--- config.mk ---
export PLATFORM = sky130hd
export DESIGN_NAME = block_padding_stripper_core
export DESIGN_NICKNAME = d
export VERILOG_FILES = /design/src/hdl/bpstr_pkg.sv /design/src/hdl/bpstr_ram.sv /design/src/hdl/bpstr_fifo.sv /design/src/hdl/bpstr_front.sv /design/src/hdl/bpstr_back.sv /design/src/hdl/block_padding_stripper_core.sv
export SDC_FILE = /design/constraint.sdc
export NUM_CORES = 1
export LEC_CHECK = 0
export BUFFER_PORTS_ARGS = -buffer_cell sky130_fd_sc_hd__buf_2
export CAP_MARGIN = 20
export CORE_MARGIN = 3
export CORE_UTILIZATION = 47
export DETAILED_ROUTE_END_ITERATION = 12
export PLACE_DENSITY = 0.62
export SLEW_MARGIN = 20
export SYNTH_ARGS = -nofsm -noshare
export SYNTH_HDL_FRONTEND = slang
export SYNTH_SLANG_ARGS = --single-unit
--- constraint.sdc ---
create_clock -name clk -period 4.8 [get_ports clk]
set_input_delay 0.24 -clock clk [delete_from_list [all_inputs] [get_ports clk]]
set_output_delay 0.24 -clock clk [all_outputs]
set_load 0.02 [all_outputs]
--- src/hdl/bpstr_pkg.sv ---
// ----------------------------------------------------------------------------
// bpstr_pkg
// Shared constants, codes and types of the block padding stripper.
// ----------------------------------------------------------------------------
package bpstr_pkg;

  // Largest cipher block in bytes
  localparam int BLOCK_MAX = 32;

  // Width that holds 0..BLOCK_MAX, and ring address width
  localparam int BLK_W  = $clog2(BLOCK_MAX + 1);
  localparam int ADDR_W = (BLOCK_MAX > 1) ? $clog2(BLOCK_MAX) : 1;
  localparam int RING_DEPTH = 2 ** ADDR_W;

  // Command queue between front and back
  localparam int QDEPTH = 4;
  localparam int QPTR_W = $clog2(QDEPTH);
  localparam int QCNT_W = $clog2(QDEPTH + 1);

  // Padding byte values
  localparam logic [7:0] PAD_SPACE = 8'h20;
  localparam logic [7:0] PAD_ZERO  = 8'h00;
  localparam logic [7:0] PAD_MARK  = 8'h80;

  // Result status codes
  typedef enum logic [1:0] {
    ST_OK  = 2'd0,
    ST_LEN = 2'd1,
    ST_PAD = 2'd2
  } status_t;

  // One queued command: a passed byte, or the end of a message
  typedef struct packed {
    logic              is_final;
    logic              has_pass;
    logic [7:0]        pass_byte;
    status_t           status;
    logic [ADDR_W-1:0] start;
    logic [BLK_W-1:0]  keep;
  } cmd_t;

  // Read port request from the back part
  typedef struct packed {
    logic              own;
    logic [ADDR_W-1:0] addr;
  } rd_req_t;

endpackage

--- src/hdl/bpstr_ram.sv ---
// ----------------------------------------------------------------------------
// bpstr_ram
// Generic simple dual-port RAM, one write and one registered read port.
// A read of the address being written returns the old contents.
// ----------------------------------------------------------------------------
module bpstr_ram #(
  parameter int WIDTH = 8,
  parameter int DEPTH = 32
) (
  input  logic                     clk,
  input  logic                     wr_en,
  input  logic [$clog2(DEPTH)-1:0] wr_addr,
  input  logic [WIDTH-1:0]         wr_data,
  input  logic [$clog2(DEPTH)-1:0] rd_addr,
  output logic [WIDTH-1:0]         rd_data
);

  logic [WIDTH-1:0] mem [DEPTH];

  // Read before write
  always_ff @(posedge clk) begin
    if (wr_en) begin
      mem[wr_addr] <= wr_data;
    end
    rd_data <= mem[rd_addr];
  end

endmodule

--- src/hdl/bpstr_fifo.sv ---
// ----------------------------------------------------------------------------
// bpstr_fifo
// Short command queue that decouples the front part from the back part.
// ----------------------------------------------------------------------------
module bpstr_fifo (
  input  logic                        clk,
  input  logic                        rst,
  input  logic                        push,
  input  bpstr_pkg::cmd_t             push_data,
  input  logic                        pop,
  output bpstr_pkg::cmd_t             head,
  output logic                        empty,
  output logic [bpstr_pkg::QCNT_W-1:0] count
);

  bpstr_pkg::cmd_t                  entries [bpstr_pkg::QDEPTH];
  logic [bpstr_pkg::QPTR_W-1:0]     wptr;
  logic [bpstr_pkg::QPTR_W-1:0]     rptr;

  assign head  = entries[rptr];
  assign empty = (count == '0);

  // Storage
  always_ff @(posedge clk) begin
    if (push) begin
      entries[wptr] <= push_data;
    end
  end

  // Pointers and fill count
  always_ff @(posedge clk) begin
    if (rst) begin
      wptr  <= '0;
      rptr  <= '0;
      count <= '0;
    end else begin
      if (push) begin
        wptr <= wptr + bpstr_pkg::QPTR_W'(1);
      end
      if (pop) begin
        rptr <= rptr + bpstr_pkg::QPTR_W'(1);
      end
      if (push && !pop) begin
        count <= count + bpstr_pkg::QCNT_W'(1);
      end else if (pop && !push) begin
        count <= count - bpstr_pkg::QCNT_W'(1);
      end
    end
  end

`ifndef NO_ASSERTIONS
  a_no_overflow: assert property (@(posedge clk) disable iff (rst)
    !(push && !pop && count == bpstr_pkg::QCNT_W'(bpstr_pkg::QDEPTH)))
    else $error("command queue overflow");
  a_no_underflow: assert property (@(posedge clk) disable iff (rst)
    pop |-> !empty)
    else $error("command queue underflow");
`endif

endmodule

--- src/hdl/bpstr_front.sv ---
// ----------------------------------------------------------------------------
// bpstr_front
// Accepts message bytes, keeps the hold-back ring, tracks trailing padding
// runs and issues pass and end-of-message commands into the queue.
// ----------------------------------------------------------------------------
module bpstr_front (
  input  logic                         clk,
  input  logic                         rst,
  // configuration
  input  logic                         cfg_we,
  input  logic [5:0]                   cfg_wdata,
  // input stream
  input  logic                         s_tvalid,
  output logic                         s_tready,
  input  logic [7:0]                   s_tdata,
  input  logic                         s_tlast,
  // command queue
  input  logic [bpstr_pkg::QCNT_W-1:0] q_count,
  output logic                         push,
  output bpstr_pkg::cmd_t              push_data,
  // back part
  input  logic                         drain_done,
  input  bpstr_pkg::rd_req_t           rd_req,
  // ring memory
  output logic                         ram_we,
  output logic [bpstr_pkg::ADDR_W-1:0] ram_waddr,
  output logic [7:0]                   ram_wdata,
  output logic [bpstr_pkg::ADDR_W-1:0] ram_raddr,
  input  logic [7:0]                   ram_rdata
);

  localparam int BW = bpstr_pkg::BLK_W;
  localparam int AW = bpstr_pkg::ADDR_W;

  logic [5:0]    block_size;
  logic [BW-1:0] bs;
  logic [BW-1:0] held_count;
  logic [AW-1:0] block_position;
  logic [AW-1:0] wr_ptr;
  logic [BW-1:0] space_run;
  logic [BW-1:0] zero_run;
  logic          mark_before;
  logic          pending;
  logic          p1_valid;
  bpstr_pkg::cmd_t p1_cmd;

  logic          accept;
  logic          full;
  logic [AW-1:0] pass_addr;
  logic [BW-1:0] held_next;
  logic [AW-1:0] oldest_next;
  logic [BW-1:0] space_run_next;
  logic [BW-1:0] zero_run_next;
  logic          mark_before_next;
  logic          at_block_end;
  logic [BW-1:0] strip;
  bpstr_pkg::status_t st;
  logic [bpstr_pkg::QCNT_W:0] occupancy;

  // Effective block size: 0 acts as 1, large values clamp
  always_comb begin
    if (block_size == 6'd0) begin
      bs = BW'(1);
    end else if (BW'(block_size) > BW'(bpstr_pkg::BLOCK_MAX)) begin
      bs = BW'(bpstr_pkg::BLOCK_MAX);
    end else begin
      bs = BW'(block_size);
    end
  end

  // Flow control: room for this item and the one in flight
  assign occupancy = (bpstr_pkg::QCNT_W + 1)'(q_count)
                   + (bpstr_pkg::QCNT_W + 1)'(p1_valid);
  assign s_tready  = !pending
                   && (occupancy < (bpstr_pkg::QCNT_W + 1)'(bpstr_pkg::QDEPTH));
  assign accept    = s_tvalid && s_tready;

  // Ring bookkeeping
  assign full        = (held_count >= bs);
  assign pass_addr   = wr_ptr - AW'(bs);
  assign held_next   = full ? bs : held_count + BW'(1);
  assign oldest_next = wr_ptr + AW'(1) - AW'(held_next);
  assign at_block_end = ((BW'(block_position) + BW'(1)) == bs);

  // Trailing run trackers, saturating at BLOCK_MAX
  always_comb begin
    if (s_tdata == bpstr_pkg::PAD_SPACE) begin
      space_run_next = (space_run >= BW'(bpstr_pkg::BLOCK_MAX))
                     ? space_run : space_run + BW'(1);
    end else begin
      space_run_next = '0;
    end
    if (s_tdata == bpstr_pkg::PAD_ZERO) begin
      zero_run_next = (zero_run >= BW'(bpstr_pkg::BLOCK_MAX))
                    ? zero_run : zero_run + BW'(1);
      mark_before_next = mark_before;
    end else begin
      zero_run_next = '0;
      mark_before_next = (s_tdata == bpstr_pkg::PAD_MARK);
    end
  end

  // Padding decision at the final byte
  always_comb begin
    strip = '0;
    st    = bpstr_pkg::ST_OK;
    if (!at_block_end || held_next != bs) begin
      st = bpstr_pkg::ST_LEN;
    end else if (s_tdata == bpstr_pkg::PAD_SPACE) begin
      strip = (space_run_next > bs) ? bs : space_run_next;
    end else if (s_tdata == bpstr_pkg::PAD_ZERO) begin
      strip = (zero_run_next >= bs) ? bs : zero_run_next + BW'(mark_before);
    end else if (s_tdata <= 8'(bs)) begin
      strip = BW'(s_tdata);
    end else begin
      st = bpstr_pkg::ST_PAD;
    end
  end

  // Memory ports: the back part owns the read port while draining
  assign ram_we    = accept;
  assign ram_waddr = wr_ptr;
  assign ram_wdata = s_tdata;
  assign ram_raddr = rd_req.own ? rd_req.addr : pass_addr;

  // The passed byte arrives from the memory's registered read port in the cycle after acceptance
  always_comb begin
    push_data           = p1_cmd;
    push_data.pass_byte = ram_rdata;
  end
  assign push = p1_valid;

  // Command stage
  always_ff @(posedge clk) begin
    if (accept) begin
      p1_cmd.is_final  <= s_tlast;
      p1_cmd.has_pass  <= full;
      p1_cmd.pass_byte <= 8'd0;
      p1_cmd.status    <= st;
      p1_cmd.start     <= oldest_next;
      p1_cmd.keep      <= bs - strip;
    end
  end

  // Control state
  always_ff @(posedge clk) begin
    if (rst) begin
      block_size     <= 6'd16;
      held_count     <= '0;
      block_position <= '0;
      wr_ptr         <= '0;
      space_run      <= '0;
      zero_run       <= '0;
      mark_before    <= 1'b0;
      pending        <= 1'b0;
      p1_valid       <= 1'b0;
    end else begin
      p1_valid <= accept && (full || s_tlast);
      if (drain_done) begin
        pending <= 1'b0;
      end
      if (cfg_we) begin
        block_size     <= cfg_wdata;
        held_count     <= '0;
        block_position <= '0;
        space_run      <= '0;
        zero_run       <= '0;
        mark_before    <= 1'b0;
      end else if (accept) begin
        wr_ptr <= wr_ptr + AW'(1);
        if (s_tlast) begin
          pending        <= 1'b1;
          held_count     <= '0;
          block_position <= '0;
          space_run      <= '0;
          zero_run       <= '0;
          mark_before    <= 1'b0;
        end else begin
          held_count     <= held_next;
          block_position <= at_block_end ? '0 : block_position + AW'(1);
          space_run      <= space_run_next;
          zero_run       <= zero_run_next;
          mark_before    <= mark_before_next;
        end
      end
    end
  end

`ifndef NO_ASSERTIONS
  a_held_bound: assert property (@(posedge clk) disable iff (rst)
    held_count <= bs)
    else $error("hold-back count exceeds block size");
`endif

endmodule

--- src/hdl/bpstr_back.sv ---
// ----------------------------------------------------------------------------
// bpstr_back
// Executes queued commands: forwards passed bytes and, at the end of a
// message, emits the status or drains the kept bytes from the ring.
// ----------------------------------------------------------------------------
module bpstr_back (
  input  logic                 clk,
  input  logic                 rst,
  // command queue
  input  bpstr_pkg::cmd_t      q_head,
  input  logic                 q_empty,
  output logic                 pop,
  // ring memory read
  output bpstr_pkg::rd_req_t   rd_req,
  input  logic [7:0]           ram_rdata,
  output logic                 drain_done,
  // output stream
  output logic                 m_tvalid,
  input  logic                 m_tready,
  output logic [7:0]           m_tdata,
  output logic                 m_tlast,
  output logic [2:0]           m_tuser
);

  localparam int BW = bpstr_pkg::BLK_W;
  localparam int AW = bpstr_pkg::ADDR_W;

  typedef enum logic [3:0] {
    S_IDLE  = 4'b0001,
    S_FINAL = 4'b0010,
    S_ADDR  = 4'b0100,
    S_DATA  = 4'b1000
  } state_t;

  state_t state, state_next;
  bpstr_pkg::cmd_t cur, cur_next;

  logic               out_free;
  logic               load;
  logic [7:0]         ld_byte;
  logic               ld_valid;
  logic               ld_eom;
  bpstr_pkg::status_t ld_status;

  logic [7:0]         out_byte;
  logic               byte_valid;
  logic               end_of_message;
  bpstr_pkg::status_t status;

  assign out_free = !m_tvalid || m_tready;

  assign rd_req.own  = (state == S_ADDR) || (state == S_DATA);
  assign rd_req.addr = cur.start;

  // Sequencer
  always_comb begin
    state_next = state;
    cur_next   = cur;
    pop        = 1'b0;
    load       = 1'b0;
    ld_byte    = 8'd0;
    ld_valid   = 1'b0;
    ld_eom     = 1'b0;
    ld_status  = bpstr_pkg::ST_OK;
    drain_done = 1'b0;
    unique case (state)
      S_IDLE: begin
        if (!q_empty) begin
          if (q_head.is_final) begin
            pop        = 1'b1;
            cur_next   = q_head;
            state_next = S_FINAL;
          end else if (out_free) begin
            pop      = 1'b1;
            load     = 1'b1;
            ld_byte  = q_head.pass_byte;
            ld_valid = 1'b1;
          end
        end
      end
      S_FINAL: begin
        if (cur.status != bpstr_pkg::ST_OK) begin
          // error: one status result, passed byte dropped
          if (out_free) begin
            load       = 1'b1;
            ld_eom     = 1'b1;
            ld_status  = cur.status;
            drain_done = 1'b1;
            state_next = S_IDLE;
          end
        end else if (cur.has_pass) begin
          if (out_free) begin
            load             = 1'b1;
            ld_byte          = cur.pass_byte;
            ld_valid         = 1'b1;
            ld_eom           = (cur.keep == '0);
            cur_next.has_pass = 1'b0;
            if (cur.keep == '0) begin
              drain_done = 1'b1;
              state_next = S_IDLE;
            end else begin
              state_next = S_ADDR;
            end
          end
        end else if (cur.keep == '0) begin
          // everything stripped
          if (out_free) begin
            load       = 1'b1;
            ld_eom     = 1'b1;
            drain_done = 1'b1;
            state_next = S_IDLE;
          end
        end else begin
          state_next = S_ADDR;
        end
      end
      S_ADDR: begin
        state_next = S_DATA;
      end
      S_DATA: begin
        if (out_free) begin
          load           = 1'b1;
          ld_byte        = ram_rdata;
          ld_valid       = 1'b1;
          ld_eom         = (cur.keep == BW'(1));
          cur_next.keep  = cur.keep - BW'(1);
          cur_next.start = cur.start + AW'(1);
          if (cur.keep == BW'(1)) begin
            drain_done = 1'b1;
            state_next = S_IDLE;
          end else begin
            state_next = S_ADDR;
          end
        end
      end
      default: begin
        state_next = S_IDLE;
      end
    endcase
  end

  // State and current command
  always_ff @(posedge clk) begin
    if (rst) begin
      state <= S_IDLE;
    end else begin
      state <= state_next;
    end
  end

  always_ff @(posedge clk) begin
    cur <= cur_next;
  end

  // Output register
  always_ff @(posedge clk) begin
    if (rst) begin
      m_tvalid <= 1'b0;
    end else if (load) begin
      m_tvalid <= 1'b1;
    end else if (m_tready) begin
      m_tvalid <= 1'b0;
    end
  end

  always_ff @(posedge clk) begin
    if (load) begin
      out_byte       <= ld_byte;
      byte_valid     <= ld_valid;
      end_of_message <= ld_eom;
      status         <= ld_status;
    end
  end

  assign m_tdata = out_byte;
  assign m_tlast = end_of_message;
  assign m_tuser = {status, byte_valid};

`ifndef NO_ASSERTIONS
  a_error_shape: assert property (@(posedge clk) disable iff (rst)
    (m_tvalid && status != bpstr_pkg::ST_OK) |-> (end_of_message && !byte_valid))
    else $error("error result must be a lone end-of-message item");
  a_drain_nonempty: assert property (@(posedge clk) disable iff (rst)
    (state == S_ADDR || state == S_DATA) |-> (cur.keep != '0))
    else $error("drain running with nothing left to emit");
`endif

endmodule

--- src/hdl/block_padding_stripper_core.sv ---
// ----------------------------------------------------------------------------
// block_padding_stripper_core
// Strips block-cipher padding (space, zero with marker, length byte) from a
// byte stream, holding back the last block until the message ends.
// ----------------------------------------------------------------------------
// Message bytes are taken at one per cycle while the command queue has room;
// every byte that leaves the hold-back window comes out as one item. The
// window lives in a 32-entry ring memory with one registered read port. When
// the final byte arrives the input stalls until the padding is stripped and
// the kept bytes are drained: each kept byte takes an address state, then a
// registered read data state, and output back-pressure can stall the drain.
// An error gives a single item with end of message and the status; bytes
// already forwarded for that message are to be discarded by the receiver.
// A write to block_size drops the message in progress.
// ----------------------------------------------------------------------------
module block_padding_stripper_core (
  input  logic       clk,
  input  logic       rst,
  // configuration: block_size
  input  logic       cfg_we,
  input  logic [5:0] cfg_wdata,
  // input stream
  input  logic       s_axis_tvalid,
  output logic       s_axis_tready,
  input  logic [7:0] s_axis_tdata,   // [7:0] data_byte
  input  logic       s_axis_tlast,   // final_byte
  // output stream
  output logic       m_axis_tvalid,
  input  logic       m_axis_tready,
  output logic [7:0] m_axis_tdata,   // [7:0] out_byte
  output logic       m_axis_tlast,   // end_of_message
  output logic [2:0] m_axis_tuser    // [0] byte_valid, [2:1] status
);

  logic                         push;
  bpstr_pkg::cmd_t              push_data;
  logic                         pop;
  bpstr_pkg::cmd_t              q_head;
  logic                         q_empty;
  logic [bpstr_pkg::QCNT_W-1:0] q_count;
  logic                         drain_done;
  bpstr_pkg::rd_req_t           rd_req;
  logic                         ram_we;
  logic [bpstr_pkg::ADDR_W-1:0] ram_waddr;
  logic [7:0]                   ram_wdata;
  logic [bpstr_pkg::ADDR_W-1:0] ram_raddr;
  logic [7:0]                   ram_rdata;

  // Hold-back ring
  bpstr_ram #(
    .WIDTH (8),
    .DEPTH (bpstr_pkg::RING_DEPTH)
  ) u_ring (
    .clk     (clk),
    .wr_en   (ram_we),
    .wr_addr (ram_waddr),
    .wr_data (ram_wdata),
    .rd_addr (ram_raddr),
    .rd_data (ram_rdata)
  );

  // Front: intake and classification
  bpstr_front u_front (
    .clk        (clk),
    .rst        (rst),
    .cfg_we     (cfg_we),
    .cfg_wdata  (cfg_wdata),
    .s_tvalid   (s_axis_tvalid),
    .s_tready   (s_axis_tready),
    .s_tdata    (s_axis_tdata),
    .s_tlast    (s_axis_tlast),
    .q_count    (q_count),
    .push       (push),
    .push_data  (push_data),
    .drain_done (drain_done),
    .rd_req     (rd_req),
    .ram_we     (ram_we),
    .ram_waddr  (ram_waddr),
    .ram_wdata  (ram_wdata),
    .ram_raddr  (ram_raddr),
    .ram_rdata  (ram_rdata)
  );

  // Command queue
  bpstr_fifo u_fifo (
    .clk       (clk),
    .rst       (rst),
    .push      (push),
    .push_data (push_data),
    .pop       (pop),
    .head      (q_head),
    .empty     (q_empty),
    .count     (q_count)
  );

  // Back: result generation
  bpstr_back u_back (
    .clk        (clk),
    .rst        (rst),
    .q_head     (q_head),
    .q_empty    (q_empty),
    .pop        (pop),
    .rd_req     (rd_req),
    .ram_rdata  (ram_rdata),
    .drain_done (drain_done),
    .m_tvalid   (m_axis_tvalid),
    .m_tready   (m_axis_tready),
    .m_tdata    (m_axis_tdata),
    .m_tlast    (m_axis_tlast),
    .m_tuser    (m_axis_tuser)
  );

endmodule
==> reports/results.ini <==
[yosys]
netlist.area_leader.share = 0.586
synth-seq-cells = 456
synth.yosys.warnings = 0
netlist_top_cells_area = edfxtp_1, mux2i_1, dfxtp_1, ha_1, mux4_2
number_of_library_cell_types_mapped_by_synthesis = 73
post_synth_inst_count = 1424
synth_fa_ha_area_frac = 0.0390
avgSynthCellArea_um2 = 14.3
postSynthNetCount = 1505
yosys.area_share.simple = 0.0776
post_synth_instance_area_um2 = 20300
main_combinational_cell_family_by_area_after_synthesis = multiplexers
synth_sequential_area_ratio = 0.644
postSynth.asyncResetShare = 0
synth_compound_area_frac = 0.0823
post_synth_xor_area_fraction = 0.0279
synth_ff_type = edfxtp_1
synth_enable_flop_cells = 397
synth_top_cell_by_area = edfxtp_1
synth.area.mux_share = 0.101

[placed_design]
place_hpwl_um = 29800
io_buffers = 33
gp_routability_congestion = 0.833

[critical_path]
worstPathCellList = ha_1, nor2b_1, nand3_1, xor2_1, nor2_1, ha_1, a21oi_1, a21boi_0, o32a_1, mux2_2, nand2_1, a22oi_1, or3_1, ha_1, a21oi_1, o21bai_1, a21oi_1, xnor2_1, xnor2_1
critPathLaunchType = register
timing.critical_path.slowest_cell_delay_ns = 0.47
r2r_cell_count = 19
cp.depth = 19
cp-end-kind = register
critPathKind = register to register
signal_arrival_time_at_the_worst_endpoint_ns = 4.76
timing.critical_path.buf_inv = 0
crit_family = compound AO/OA/AOI/OAI gates
largest_fanout_on_the_critical_path = 7
worst-endpoint-required_ns = 5.11
critical_path.slowest_cell = o32a_1

[job]
cap_viol_max_count = 0

[routing]
post-route-drc-count = 0
ant_nets = 0
routed_wirelength_um = 45700
detail_route.vias_per_cell = 5.69
drt_iter0_markers = 933
drtPass1Iterations = 7
wl_per_cell_um = 21.8
num_vias = 11900

[sta]
achievable-frequency_mhz = 225
drv_slew = 0
timing.final.crit_share = 0.927
slew-limit-headroom = 0.296
final_report_setup_violation_count = 0
rsz0062_at_grt = false
final.min_clock_period_ns = 4.45
timing.clock.skew_ns = 0.0256
fin_setup_tns_ns = 0
tightest_pin_transition_ns = 1.05
final-hold-violation-count = 0

[clocking]
tritoncts = done
numClockSinks = 456
max-clock-path-buffers = 3
clock_tree.htree_level_count = 2
post_cts_resize_count = 0
cts-buffers-inserted = 47
clock_latency_ns = 0.58
cts.reportedPaths.clkPinSlew_ns = 0.06
cts_root_buffer = clkbuf_16

[floorplanning]
initial_core_util = 0.480
number_of_top_level_pins = 34
fp.dieArea_um2 = 45800
number_of_core_rows = 75
core_region_area_um2 = 42300
die_width_um = 214
fp.dieH_um = 214

[global_route]
globalRoute.totalOverflow = 0
globalRouteTotalUtil = 0.200
grt_first_pass_wirelength_um = 71300
grt_max_degree = 58
grt_antenna_before_repair = 1
first_global_vias = 12000

[finish]
layout-drive-gt1-share = 0.139
antennaDiodeCount = 0
final_net_count = 1563
postLayoutCoreUtil = 0.538
most_frequent_standard_cell_in_the_layout_excluding_fill_and_tap_cells = edfxtp_1
register_area_um2 = 13100
combined_area_of_the_multi_input_logic_cells_um2 = 6690
layout_area_growth_over_synthesis_pct = 12.0
final.fill_count = 3533
most-common-layout-cells = edfxtp_1, mux2i_1, nor2_1, a21oi_1, dfxtp_1

[pwr]
vdd_ir_drop_max_mv = 0.267
leakagePower_nw = 8.18
power_density_nw_per_um2 = 460

[min_path]
hold_path_class = input pin to register
hold_path_depth = 1

[outcome]
run_status = complete, no violations

[logic make-up after synthesis]
kind of cell / Yosys count
AOI/OAI and AO/OA: 244
xor gates and xnor gates: 58
adders and majority gates: 61
buffers and inverters: 119
DFF: 456
muxes: 174
and+or+nand+nor: 312
[area by class of cell]
| type | instances | share of cell area |
|---|---|---|
| well taps | 577 | 0.0317 |
| clock buffers | 64 | 0.0558 |
| flip-flops and latches | 456 | 0.576 |
| clock inverters | 24 | 0.00841 |
| repair buffers | 82 | 0.0268 |
| inverters | 46 | 0.00759 |
| multi-input cells | 849 | 0.294 |
[through the flow]
step | power [W] | instances | hold WS (ns) | cell area [µm²] | setup slack (ns)
floorplan | 0.00638 | 1424 | 0.339 | 20300 | 0.361
global placement | 0.00703 | 2004 | 0.458 | 21200 | 0.201
detailed placement | 0.00707 | 2004 | 0.452 | 21200 | 0.0953
CTS | 0.0105 | 2098 | 0.0956 | 22800 | 0.359
global route | 0.0109 | 2098 | 0.125 | 22800 | 0.00489
finish | 0.0105 | 2098 | 0.133 | 22800 | 0.351
[path summary, 6_finish.rpt]
| path | from | to | slack (ns) |
|---|---|---|---|
| worst max-delay path | u_front.space_run[0]$_SDFFE_PP0P_ | u_front.push_data[5]$_DFFE_PP_ | 0.35 |
| worst min register to register | u_front.push_data[22]$_DFFE_PP_ | u_fifo.entries[1][22]$_DFFE_PP_ | 0.50 |
| worst max register to register | u_front.space_run[0]$_SDFFE_PP0P_ | u_front.push_data[5]$_DFFE_PP_ | 0.35 |
| worst min-delay path | s_axis_tlast | u_front.push_data[22]$_DFFE_PP_ | 0.13 |
[flip-flops by register name (all words and copies together) (netlist names), 6 cells and up, named ones only]
signal and cells:
u_ring.rd_data 8, u_front.held_count 6, u_front.block_size 6, u_fifo.entries 92
u_back.m_tdata 8, u_front.push_data 15, u_ring.mem 256, u_back.cur 17
u_front.space_run 6, u_front.zero_run 6
[routing by layer]
| layer | wire length (µm) | share of wire | track usage | up-vias |
|---|---|---|---|---|
| li1 | - | - | - | 5590 |
| met1 | 20800 | 0.45 | 0.287 | 5947 |
| met2 | 21300 | 0.46 | 0.314 | 338 |
| met3 | 2690 | 0.059 | 0.0366 | 65 |
| met4 | 989 | 0.022 | 0.0592 | 0 |
| met5 | 0 | 0 | 0 | - |
[power breakdown]
part / total [W] / switching, W / internal [W] / leakage (nW)
registers: 0.00492 / 0.000202 / 0.00472 / 4.08
clock network: 0.00348 / 0.00150 / 0.00198 / 0.716
logic: 0.00207 / 0.00126 / 0.000811 / 3.38
total: 0.0105 / 0.00296 / 0.00751 / 8.18
[synthesized netlist by cell type (all sizes together) (12+ instances only)]
cell and instances:
clkbuf 40, xor2 21, o32ai 18, nor3 15
dfxtp 59, nor2 111, mux2 21, ha 57
inv 46, xnor2 34, a22oi 16, edfxtp 397
nand2 53, nor4 15, or3 12, buf 33
o22ai 20, and3 38, a21oi 65, o21ai 27
nand3 19, a211oi 39, mux4 23, mux2i 130
[repair_timing]
| action | 4_1_cts | 5_1_grt |
|---|---|---|
| hold endpoints to repair | 6 | 0 |
| setup buffers | 0 | 0 |
| hold buffers | 6 | 0 |
(Power assumes the default switching activity.)
